## config.mk

```make
export PLATFORM = sky130hd
export DESIGN_NAME = jti_front
export DESIGN_NICKNAME = d
export VERILOG_FILES = /design/src/rtl/core/jti_pkg.sv /design/src/rtl/core/jti_front.sv
export SDC_FILE = /design/constraint.sdc
export NUM_CORES = 1
export LEC_CHECK = 0
export BUFFER_PORTS_ARGS = -buffer_cell sky130_fd_sc_hd__buf_2
export CAP_MARGIN = 20
export CORE_MARGIN = 10
export CORE_UTILIZATION = 35
export DETAILED_ROUTE_END_ITERATION = 7
export PLACE_DENSITY = 0.64
export SLEW_MARGIN = 10
export SYNTH_ARGS = -nofsm -noshare
export SYNTH_HDL_FRONTEND = slang
export SYNTH_SLANG_ARGS = --single-unit
```

## constraint.sdc

```tcl
create_clock -name clock -period 6.3 [get_ports clock]
set_input_delay 0.945 -clock clock [delete_from_list [all_inputs] [get_ports clock]]
set_output_delay 0.945 -clock clock [all_outputs]
set_load 0.03 [all_outputs]
```

## src/rtl/core/jti_pkg.sv

```systemverilog
package jti_pkg;

   localparam int TABLE_DEPTH_DEF = 1024;
   localparam int NUM_JOINTS_DEF  = 7;

   localparam int TIME_W  = 32;
   localparam int VALUE_W = 32;
   localparam int WEIGHT_W = 16;

   // item codes
   localparam logic [1:0] ACT_CLEAR = 2'd0;
   localparam logic [1:0] ACT_LOAD  = 2'd1;
   localparam logic [1:0] ACT_QUERY = 2'd2;
   localparam logic [1:0] ACT_NOP   = 2'd3;

   // command passed from front to back
   typedef struct packed {
      logic        is_query;
      logic [1:0]  act;
      logic [31:0] sample_time;
      logic [3:0]  joint;
      logic [31:0] position;
      logic [31:0] velocity;
   } cmd_type;

endpackage

```

## src/rtl/core/jti_front.sv

```systemverilog
module jti_front (
   input  logic              clock,
   input  logic              reset,
   input  logic              in_valid,
   output logic              in_ready,
   input  logic [1:0]        in_act,
   input  logic [31:0]       in_time,
   input  logic [2:0]        in_joint,
   input  logic [31:0]       in_pos,
   input  logic [31:0]       in_vel,
   output logic              q_valid,
   input  logic              q_ready,
   output jti_pkg::cmd_type  q_cmd
);
   import jti_pkg::*;

   // two entry queue between front and back
   cmd_type   slot_ff [2];
   logic [1:0] cnt_ff, cnt_in;
   logic      wp_ff, wp_in, rp_ff, rp_in;
   cmd_type   cmd;
   logic      push, pop;

   // classify the item
   always_comb begin
      cmd.act         = in_act;
      cmd.is_query    = (in_act == ACT_QUERY);
      cmd.sample_time = in_time;
      cmd.joint       = {1'b0, in_joint};
      cmd.position    = in_pos;
      cmd.velocity    = in_vel;
   end

   assign in_ready = (cnt_ff != 2'd2);
   assign push     = in_valid && in_ready && (in_act != ACT_NOP);
   assign q_valid  = (cnt_ff != 2'd0);
   assign pop      = q_valid && q_ready;
   assign q_cmd    = slot_ff[rp_ff];

   always_comb begin
      wp_in  = wp_ff ^ push;
      rp_in  = rp_ff ^ pop;
      cnt_in = cnt_ff + {1'b0, push} - {1'b0, pop};
   end

   always_ff @(posedge clock) begin
      if (reset) begin
         cnt_ff <= '0;
         wp_ff  <= 1'b0;
         rp_ff  <= 1'b0;
      end else begin
         cnt_ff <= cnt_in;
         wp_ff  <= wp_in;
         rp_ff  <= rp_in;
      end
      if (push) slot_ff[wp_ff] <= cmd;
   end
endmodule

```

# After elaboration in Yosys (flattened, before gate mapping)
# Memories as Yosys holds them, arrays and structs flattened. A register that Yosys moved wholly into a read port is not among the register bits.
# Index checks and enable logic that the tools add are counted.
# word_totals
mem_bits_rw	204
input_bits	105
ff_bits	4
out_inout_bits	105
n_memories	1
elab_cells	18
# mem_list
name	depth	word_bits	rd	rd_clocked_by_memory_dff	wr	line	source
slot_ff	2	102	1	1	1	jti_front.sv:18	cmd_type slot_ff [2];
# op_classes
n_eq_ne	3
muxes	3
bitwise	2
n_reduce_logical	4
n_addsub	2
# op_table
op	count
inequality test 2 bit, second input constant	2
logical AND 1 bit	3
2-to-1 mux 1 bit	3
adder 2 x 1 -> 2 bit	1
== test 2 bit, second input constant	1
nonzero test 2 bit	1
subtractor 2 x 1 -> 2 bit	1
XOR 1 bit	2

# Logic depth before layout (Yosys ltp)
# Gate-level depths: netlist (run 1).
# logic_depth
word_depth	5
mapped_depth	7
ltp_nobuf	7

# Least setup slack after synthesis (run 1)
# OpenSTA, ideal clock, no wires.
# synth_path
path_kind	input port to flip-flop
from	in in_valid
to	mem slot_ff[0][0] in the netlist's numbering, enable pin
t_required_ns	5.827
stages	3
arrival_time_ns	3.745
n_path_buf	0
slack_ns	2.083
cell_sequence	a21bo_4 -> a21oi_1 -> ha_1
# synth_between
elab_chain_len	4
# synth_lines
item	line	source
start, declared	jti_front.sv:4	input logic in_valid,
logical AND 1 bit (2 in series)	jti_front.sv:35	assign push = in_valid && in_ready && (in_act != ACT_NOP);
2-to-1 mux 1 bit	jti_front.sv:56	if (push) slot_ff[wp_ff] <= cmd;
2-to-1 mux 1 bit (implied by the code)	jti_front.sv:56	
end, declared	jti_front.sv:18	
# Every way passes these cells.

==> flow_summary.ini, run 1 <==
[clock_tree]
h-tree-depth = 1
clock_sinks = 208
cts_resized = 0
cts_setup_buffers = 0
clk_pin_slew_ps = 60
worstSkewPairLatency_ps = 480
cts_tree = built
cts_root_buffer = clkbuf_16
numCtsBuffers = 23
cts.path.max_buffers = 3
cts_hold_buf = 0

[run]
drv_cap = 0

[sta]
setup-tns-final_ps = 0
worst_pin_slew_ps = 813
setup_ws_ps = 2710
period_share = 0.570
slew_headroom = 0.458
clock_skew_ps = 6.13
final_hold_viol_count = 0
rsz0062_at_grt = no
maxSlewViolCount = 0
layout_min_cycle_time_ps = 3590
max_freq_mhz = 279
setup_viol = 0

[synth]
synth_edf_count = 204
synthArstFlopShare = 0
ys_top_cells_by_area = edfxtp_1 (81%), mux2_2 (15%), dfxtp_1 (1.1%)
syn_avg_cell_area_sq_um = 21.8
netlist_area_sq_um = 7590
yosysSeqAreaShare = 0.818
synth_fp_nets = 455
ys_ff_latch = 208
yosys.area.top_type = edfxtp_1
yosys_warnings = 0
synth_top_area_frac = 0.807
synthCells = 348
synth_ff_type = edfxtp_1
yosysUniqueCellTypes = 23

[worst_setup_path]
cp_num_buf_inv = 2
crit_arrival_ps = 2640
path_delay_family = buffers and inverters
crit_fanout = 54
reg2regPathDepth = 4
crit_slowest_cell = dfxtp_4
cp-start-kind = flip-flop
crit_required_ps = 5350
worst-path-stages = 3
endpoint_kind = primary output
r2r_slack_ps = 3720
cp_slowest_stage_delay_ps = 780
path_class = reg -> out
cp_cell_sequence = buf_4 -> mux2_2 -> buf_2

[cells_and_area]
layout-drive-gt1-share = 0.595
antenna_cells = 0
nets = 679
syn_to_final_growth_pct = 26.7

[route]
drt_iter0_markers = 167
vias_per_cell = 4.60
wl_per_cell_um = 18.6
drt-pass1-iter-count = 4
drt-total-wl_um = 16000
ant_nets = 0
vias = 3955
drc = 0

[place]
dp_worst_setup_slack_ps = 2860
gp_congestion = 0.768
portBuffers = 208
place_hpwl_um = 11000

[floorplan]
initial_core_util = 0.359
fp.dieArea_sq_um = 28000
die_w_um = 167
die_h_um = 167
rows = 53
ioPinCount = 210
design.core.area_sq_um = 21200

[min_path]
hold_class = reg -> reg
whs_path_depth = 3

[global_route]
antenna_found_initial = 1
grt_remaining_overflow = 0
grt_usage = 0.107
grt_pass1_wl_um = 24300
grt_max_degree = 58
grt_pass1_vias = 4350

[power_and_ir_drop]
p_per_area_nw_per_um2 = 378
ir_drop_v = 0.000233
p_leak_uw = 0.00354

[status]
status = completed
-- worst reg2reg max path: stages, from the launching register on --
cell	delay, ps
dfxtp_1	410
inv_1	100
a21oi_1	280
ha_4	710
buf_4	680
-- path summary, 6_finish.rpt --
path	from	to
hold reg to reg	wp_ff$_SDFF_PP0_	wp_ff$_SDFF_PP0_
setup / recovery	rp_ff$_SDFF_PP0_	q_cmd[9]
hold / removal	wp_ff$_SDFF_PP0_	wp_ff$_SDFF_PP0_
setup reg to reg	cnt_ff[0]$_SDFF_PP0_	slot_ff[0][97]$_DFFE_PP_
-- cell usage in the layout, fill, tap and decap left out --
| cell | n |
|---|---|
| buf_2 | 208 |
| edfxtp_1 | 204 |
| mux2_2 | 102 |
| clkbuf_16 | 23 |
| clkinv_1 | 6 |
| clkbuf_1 | 4 |
| clkinv_2 | 4 |
| a21oi_1 | 3 |
| nand2_1 | 3 |
| nor2_1 | 3 |
| dfxtp_1 | 3 |
| buf_4 | 3 |
| inv_1 | 2 |
| a21bo_4 | 1 |
| a21o_2 | 1 |
| a211oi_1 | 1 |
| or2_2 | 1 |
| and2_4 | 1 |
| and2b_2 | 1 |
| nor2b_1 | 1 |
| xor2_1 | 1 |
| o211a_1 | 1 |
| a31oi_1 | 1 |
| o21ai_0 | 1 |
| or3_1 | 1 |
| ha_1 | 1 |
| ha_4 | 1 |
| conb_1 | 1 |
| bufinv_16 | 1 |
| dfxtp_4 | 1 |
-- cell type report --
class | count | area [sq um]
clock buffer | 27 | 591
clock inverter | 11 | 72.6
fill | 1821 | 11500
inverter | 2 | 7.51
multi-input combinational | 126 | 1330
sequential | 208 | 6210
tap | 275 | 344
timing repair buffer | 211 | 1060
-- through the flow --
step | instance area, sq um | hold slack, ps | total power, uW | utilization | instances
2_1_floorplan | 7590 | 523 | 2270 | - | 348
3_3_place_gp | 8950 | 581 | 2490 | 0.423 | 822
3_5_place_dp | 8950 | 591 | 2500 | 0.423 | 822
4_1_cts | 9610 | 599 | 3700 | 0.454 | 860
5_1_grt | 9610 | 619 | 3800 | 0.454 | 860
6_report | 9610 | 594 | 3630 | 0.454 | 860
-- cell usage after synthesis, types with 2 or more instances --
library cell	n
mux2_2	102
edfxtp_1	204
ha_1	2
inv_1	2
a21oi_1	3
dfxtp_1	4
nand2_1	3
nor2_1	3
buf_2	11
-- flip-flops by register name (all words and copies together) (netlist names) --
| register | flops |
|---|---|
| cnt_ff | 2 |
| rp_ff | 1 |
| slot_ff | 204 |
| wp_ff | 1 |
-- cell families after synthesis --
family,synth area share
compound gates,0.00907
xor+xnor,0.00115
fa+ha+maj,0.00330
buf+inv,0.00924
flops,0.818
mux,0.151
other cells,0.000494
simple gates,0.00742
-- power breakdown --
group	leakage [uW]	switching (uW)	internal, uW
clock network	0.000327	474	701
logic	0.00129	490	261
registers	0.00192	51.7	1650
-- layer usage --
layer,share of wire,wire length [um],global-route usage
met1,0.40,6430,0.123
met2,0.49,7900,0.180
met3,0.085,1350,0.0431
met4,0.019,306,0.0299
met5,0.00094,15,0
(Power assumes the default switching activity.)
==> run 2, diff against run 1 <==
ABC_AREA = 1   (was default)
clock period = 3.7 ns   (was 6.3 ns; I/O delays follow)
==> run 2 against run 1 <==
Net effect:
- combinational power increased to 2.9 times the previous value
- sequential cell count unchanged
- clock skew rose by 2.5 ps
- routed wire length rose by 6.4%
==> flow_summary.ini, run 2 <==
[global_route]
grt_pass1_vias = 4817
grt_pass1_wl_um = 26400
grt_max_degree = 54
grt_remaining_overflow = 0
grt_busiest_layer = met2
grt_usage = 0.115
grtUsageMet3 = 0.0414
met2_usage = 0.186
antenna_found_initial = 2
grt_util_met1 = 0.142

[worst_setup_path]
rr_endpoint = slot_ff[0][46]$_DFFE_PP_
path_class = reg -> out
reg2regPathDepth = 6
cp_num_buf_inv = 3
cp_cell_sequence = buf_4 -> buf_4 -> nand2_1 -> nand2_1 -> buf_2
crit_required_ps = 3140
crit_arrival_ps = 2320
r2r_slack_ps = 1580
cp-start-kind = flip-flop
worst-path-stages = 5
reg2reg_from = cnt_ff[0]$_SDFF_PP0_
path_delay_family = buffers and inverters
crit_path_start = rp_ff$_SDFF_PP0_
cp_slowest_stage_delay_ps = 560
crit_path_end = q_cmd[33]
crit_fanout = 53
crit_slowest_cell = buf_4
endpoint_kind = primary output

[synth]
synth_top_area_frac = 0.804
post-synth-top-count-cell = nand2_1
netlist_area_sq_um = 7620
synthCells = 571
yosys_warnings = 0
synth_fp_nets = 678
yosys.area.top_type = edfxtp_1
ys_ff_latch = 208
synth_ff_type = edfxtp_1
synth_top_family_by_area = simple AND/OR/NAND/NOR gates
synthSimpleGateAreaFrac = 0.158
synth_common_cells = nand2_1 (312), edfxtp_1 (204), buf_2 (17)
synthArstFlopShare = 0
ys_top_cells_by_area = edfxtp_1 (80%), nand2_1 (15%), buf_2 (1.1%)
yosysSeqAreaShare = 0.814
syn_avg_cell_area_sq_um = 13.4
synthAdderAreaFrac = 0.00328
yosysUniqueCellTypes = 15
synthXorXnorAreaFrac = 0.00115
synth_edf_count = 204
synth_mux_area_frac = 0
synth_compound_area_frac = 0.00263

[power_and_ir_drop]
power_uw = 7270
ir_drop_v = 0.000582
p_leak_uw = 0.00410
p_per_area_nw_per_um2 = 749

[sta]
setup_viol = 0
slew_headroom = 0.518
max_freq_mhz = 348
worst_pin_slew_ps = 723
final_hold_viol_count = 0
layout_min_cycle_time_ps = 2870
fin_hold_ws_ps = 252
setup-tns-final_ps = 0
clock_skew_ps = 8.64
maxSlewViolCount = 0
period_share = 0.776
rsz0062_at_grt = no

[clock_tree]
worstSkewPairLatency_ps = 490
clock_sinks = 208
cts.path.max_buffers = 3
cts_hold_buf = 0
clk_pin_slew_ps = 60
numCtsBuffers = 23
cts_setup_buffers = 0
cts_resized = 0
cts_root_buffer = clkbuf_16
h-tree-depth = 1
cts_tree = built

[cells_and_area]
layout-drive-gt1-share = 0.309
syn_to_final_growth_pct = 27.2
final_cell_mix = nand2_1 (312), buf_2 (208), edfxtp_1 (204)
top_register = slot_ff
nets = 896
reg.largest.list = slot_ff (204), cnt_ff (2)
layout_commonest_cell = nand2_1
finalInstanceArea_sq_um = 9700
largest_reg_flops = 204

[route]
ant_nets = 0
wl_per_cell_um = 15.8
drt-total-wl_um = 17000
drt-pass1-iter-count = 6
drt_iter0_markers = 232
vias = 4711
vias_per_cell = 4.36
drc = 0

[place]
place_hpwl_um = 11400
gp_congestion = 0.701
placed_area_sq_um = 8990
portBuffers = 208

[floorplan]
die_h_um = 168
die_w_um = 168
design.core.area_sq_um = 21200
fp.dieArea_sq_um = 28100
initial_core_util = 0.359
rows = 53
ioPinCount = 210

[status]
status = completed

[min_path]
hold_class = in -> reg

[run]
drv_cap = 0
==> run 2: how the worst min path moves through the flow <==
stage	startpoint	to	slack (ps)	cells past startpoint
detailed placement	cnt_ff[0]$_SDFF_PP0_	cnt_ff[0]$_SDFF_PP0_	650	3
global route	in_time[5]	slot_ff[0][72]$_DFFE_PP_	230	1
global placement	cnt_ff[0]$_SDFF_PP0_	cnt_ff[0]$_SDFF_PP0_	630	3
CTS	in_vel[7]	slot_ff[1][7]$_DFFE_PP_	230	1
finish	in_vel[13]	slot_ff[0][13]$_DFFE_PP_	250	1
floorplan	cnt_ff[0]$_SDFF_PP0_	cnt_ff[0]$_SDFF_PP0_	590	3
==> run 2: area by class of cell <==
cell class,count,area (sq um)
fill,1928,11500
clock inverter,12,108
sequential,208,6210
clock buffer,27,591
timing repair buffer,216,1110
antenna,2,5.00
multi-input combinational,329,1280
inverter,11,42.5
tap,275,344
==> run 2: per-layer routing <==
layer	vias to the layer above	share of wire
met2	179	0.48
li1	2352	-
met5	-	0
met3	32	0.083
met4	0	0.024
met1	2148	0.42
==> run 2: cells by family after synthesis <==
| logic type | Yosys count |
|---|---|
| AO/OA/AOI/OAI | 4 |
| adder cells (fa/ha/maj) | 2 |
| AND/OR/NAND/NOR | 321 |
| buffers and inverters | 34 |
| XOR/XNOR | 1 |
| flip-flops | 208 |
| other | 1 |
==> run 2: report_power, final <==
part	internal, uW	switching [uW]	total [uW]
Combinational	517	1640	2150
Clock	1270	843	2110
Sequential	2930	68.5	3000
==> run 2: worst register-to-register path, stage by stage (launching register included) <==
cell and delay (ps):
dfxtp_1 370, inv_1 50, nand2_1 100, nand3_1 230
inv_1 160, ha_4 480, buf_12 350
==> run 2: per-stage QoR <==
stage                util  cells  setup WS, ps
floorplan               -    571           844
global placement    0.424   1039          1260
detailed placement  0.424   1039          1250
CTS                 0.457   1078           707
global route        0.457   1079           608
finish              0.457   1080           829
==> run 3, diff against run 2 <==
ABC_AREA = 0   (was 1)
clock period = 2.7 ns   (was 3.7 ns; I/O delays follow)
==> run 3 against run 2 <==
Net effect:
- first-iteration DRC count is 54% lower
- final cell count is 20% lower
- sequential cell count stayed put
- hold slack got worse by 140 ps
- die area is 0.42% lower
- highest routed layer unchanged
==> flow_summary.ini, run 3 (synthesis results as in run 1) <==
[status]
status = completed

[sta]
period_share = 0.858
worst_pin_slew_ps = 640
final_hold_viol_count = 0
maxSlewViolCount = 0
setup-tns-final_ps = 0
setup_viol = 0
slew_headroom = 0.573
layout_min_cycle_time_ps = 2320
max_freq_mhz = 432
rsz0062_at_grt = no
clock_skew_ps = 7.64

[clock_tree]
cts_resized = 0
h-tree-depth = 1
cts.path.max_buffers = 3
worstSkewPairLatency_ps = 480
clk_pin_slew_ps = 60
cts_tree = built
clock_sinks = 208
cts_root_buffer = clkbuf_16
numCtsBuffers = 21
cts_setup_buffers = 0
cts_hold_buf = 0

[cells_and_area]
layout-drive-gt1-share = 0.596
syn_to_final_growth_pct = 26.7
largest_reg_flops = 204
final_cells = 862
nets = 679
final_cell_mix = buf_2 (208), edfxtp_1 (204), mux2_2 (102)
reg.largest.list = slot_ff (204), cnt_ff (2)
top_register = slot_ff
finalInstanceArea_sq_um = 9620
layout_commonest_cell = buf_2

[worst_setup_path]
cp_slowest_stage_delay_ps = 460
cp-start-kind = flip-flop
path_delay_family = buffers and inverters
crit_path_start = rp_ff$_SDFF_PP0_
cp_cell_sequence = buf_4 -> mux2_2 -> buf_2
reg2reg_from = cnt_ff[0]$_SDFF_PP0_
endpoint_kind = primary output
crit_arrival_ps = 1910
crit_slowest_cell = buf_4
path_class = reg -> out
crit_required_ps = 2300
cp_num_buf_inv = 2
crit_fanout = 42

[global_route]
grt_pass1_wl_um = 24000
grt_max_degree = 103
grt_usage = 0.106
grt_util_met1 = 0.117
met2_usage = 0.184
grtUsageMet3 = 0.0433
antenna_found_initial = 1
grt_busiest_layer = met2
grt_pass1_vias = 4371
grt_remaining_overflow = 0

[min_path]
min_from = in_time[27]
hold_class = in -> reg

[power_and_ir_drop]
combPwrFrac = 0.222
p_sw_uw = 2340
ir_drop_v = 0.000496
p_sw_frac = 0.283
p_clk_frac = 0.303
p_per_area_nw_per_um2 = 859
p_leak_uw = 0.00353
power_frac_seq = 0.475
p_int_uw = 5920

[floorplan]
rows = 53
fp.dieArea_sq_um = 28000
die_h_um = 167
design.core.area_sq_um = 21200
ioPinCount = 210
initial_core_util = 0.359
die_w_um = 167

[place]
place_hpwl_um = 11000
gp_congestion = 0.720
portBuffers = 208
placed_area_sq_um = 9020
placed_cells = 824

[route]
wl_per_cell_um = 18.2
drt-pass1-iter-count = 4
drc = 0
vias_per_cell = 4.51
drt_iter0_markers = 106
drt-total-wl_um = 15700
vias = 3884
ant_nets = 0

[run]
drv_cap = 0
run 3: changes by cell type in the layout (fill, tap and decap cells not counted), moves of 6 or more:
cell	delta
buf_4	-6
mux2_2	+102
inv_1	-8
nand2_1	-309
run 3: final timing paths:
check	to	slack (ps)	cells past startpoint
max	q_cmd[40]	380	3
min	slot_ff[0][94]$_DFFE_PP_	110	1
max reg2reg	slot_ff[0][40]$_DFFE_PP_	760	4
min reg2reg	wp_ff$_SDFF_PP0_	610	3
run 3: final cells by class:
type,count,area [sq um]
fill,1836,11500
inverter,2,7.51
tap,275,344
clock buffer,27,548
timing repair buffer,213,1130
clock inverter,10,48.8
sequential,208,6210
antenna,1,2.50
multi-input combinational,126,1330
run 3: routing by layer:
layer | wire [um] | vias up | part of all wire
met5 | 0 | - | 0
met4 | 352 | 0 | 0.022
met3 | 1320 | 19 | 0.084
met2 | 7860 | 146 | 0.50
met1 | 6150 | 1897 | 0.39
li1 | - | 1822 | -
run 3: power groups by stage:
stage / combinational (uW) / sequential [uW] / clock [uW]
after global placement: 1850 / 3970 / 0
after floorplan: 1300 / 3980 / 0
after detailed placement: 1870 / 3990 / 0
after global routing: 1960 / 3940 / 2740
final: 1830 / 3920 / 2500
after CTS: 1880 / 3920 / 2620
run 3: metrics by stage:
stage	hold slack [ps]	worst slack (ps)	total power, uW	util
after floorplan	472	113	5270	-
after global placement	581	623	5820	0.426
after detailed placement	595	557	5860	0.426
after CTS	83.0	320	8420	0.454
after global routing	85.4	243	8640	0.454
final	112	385	8260	0.455
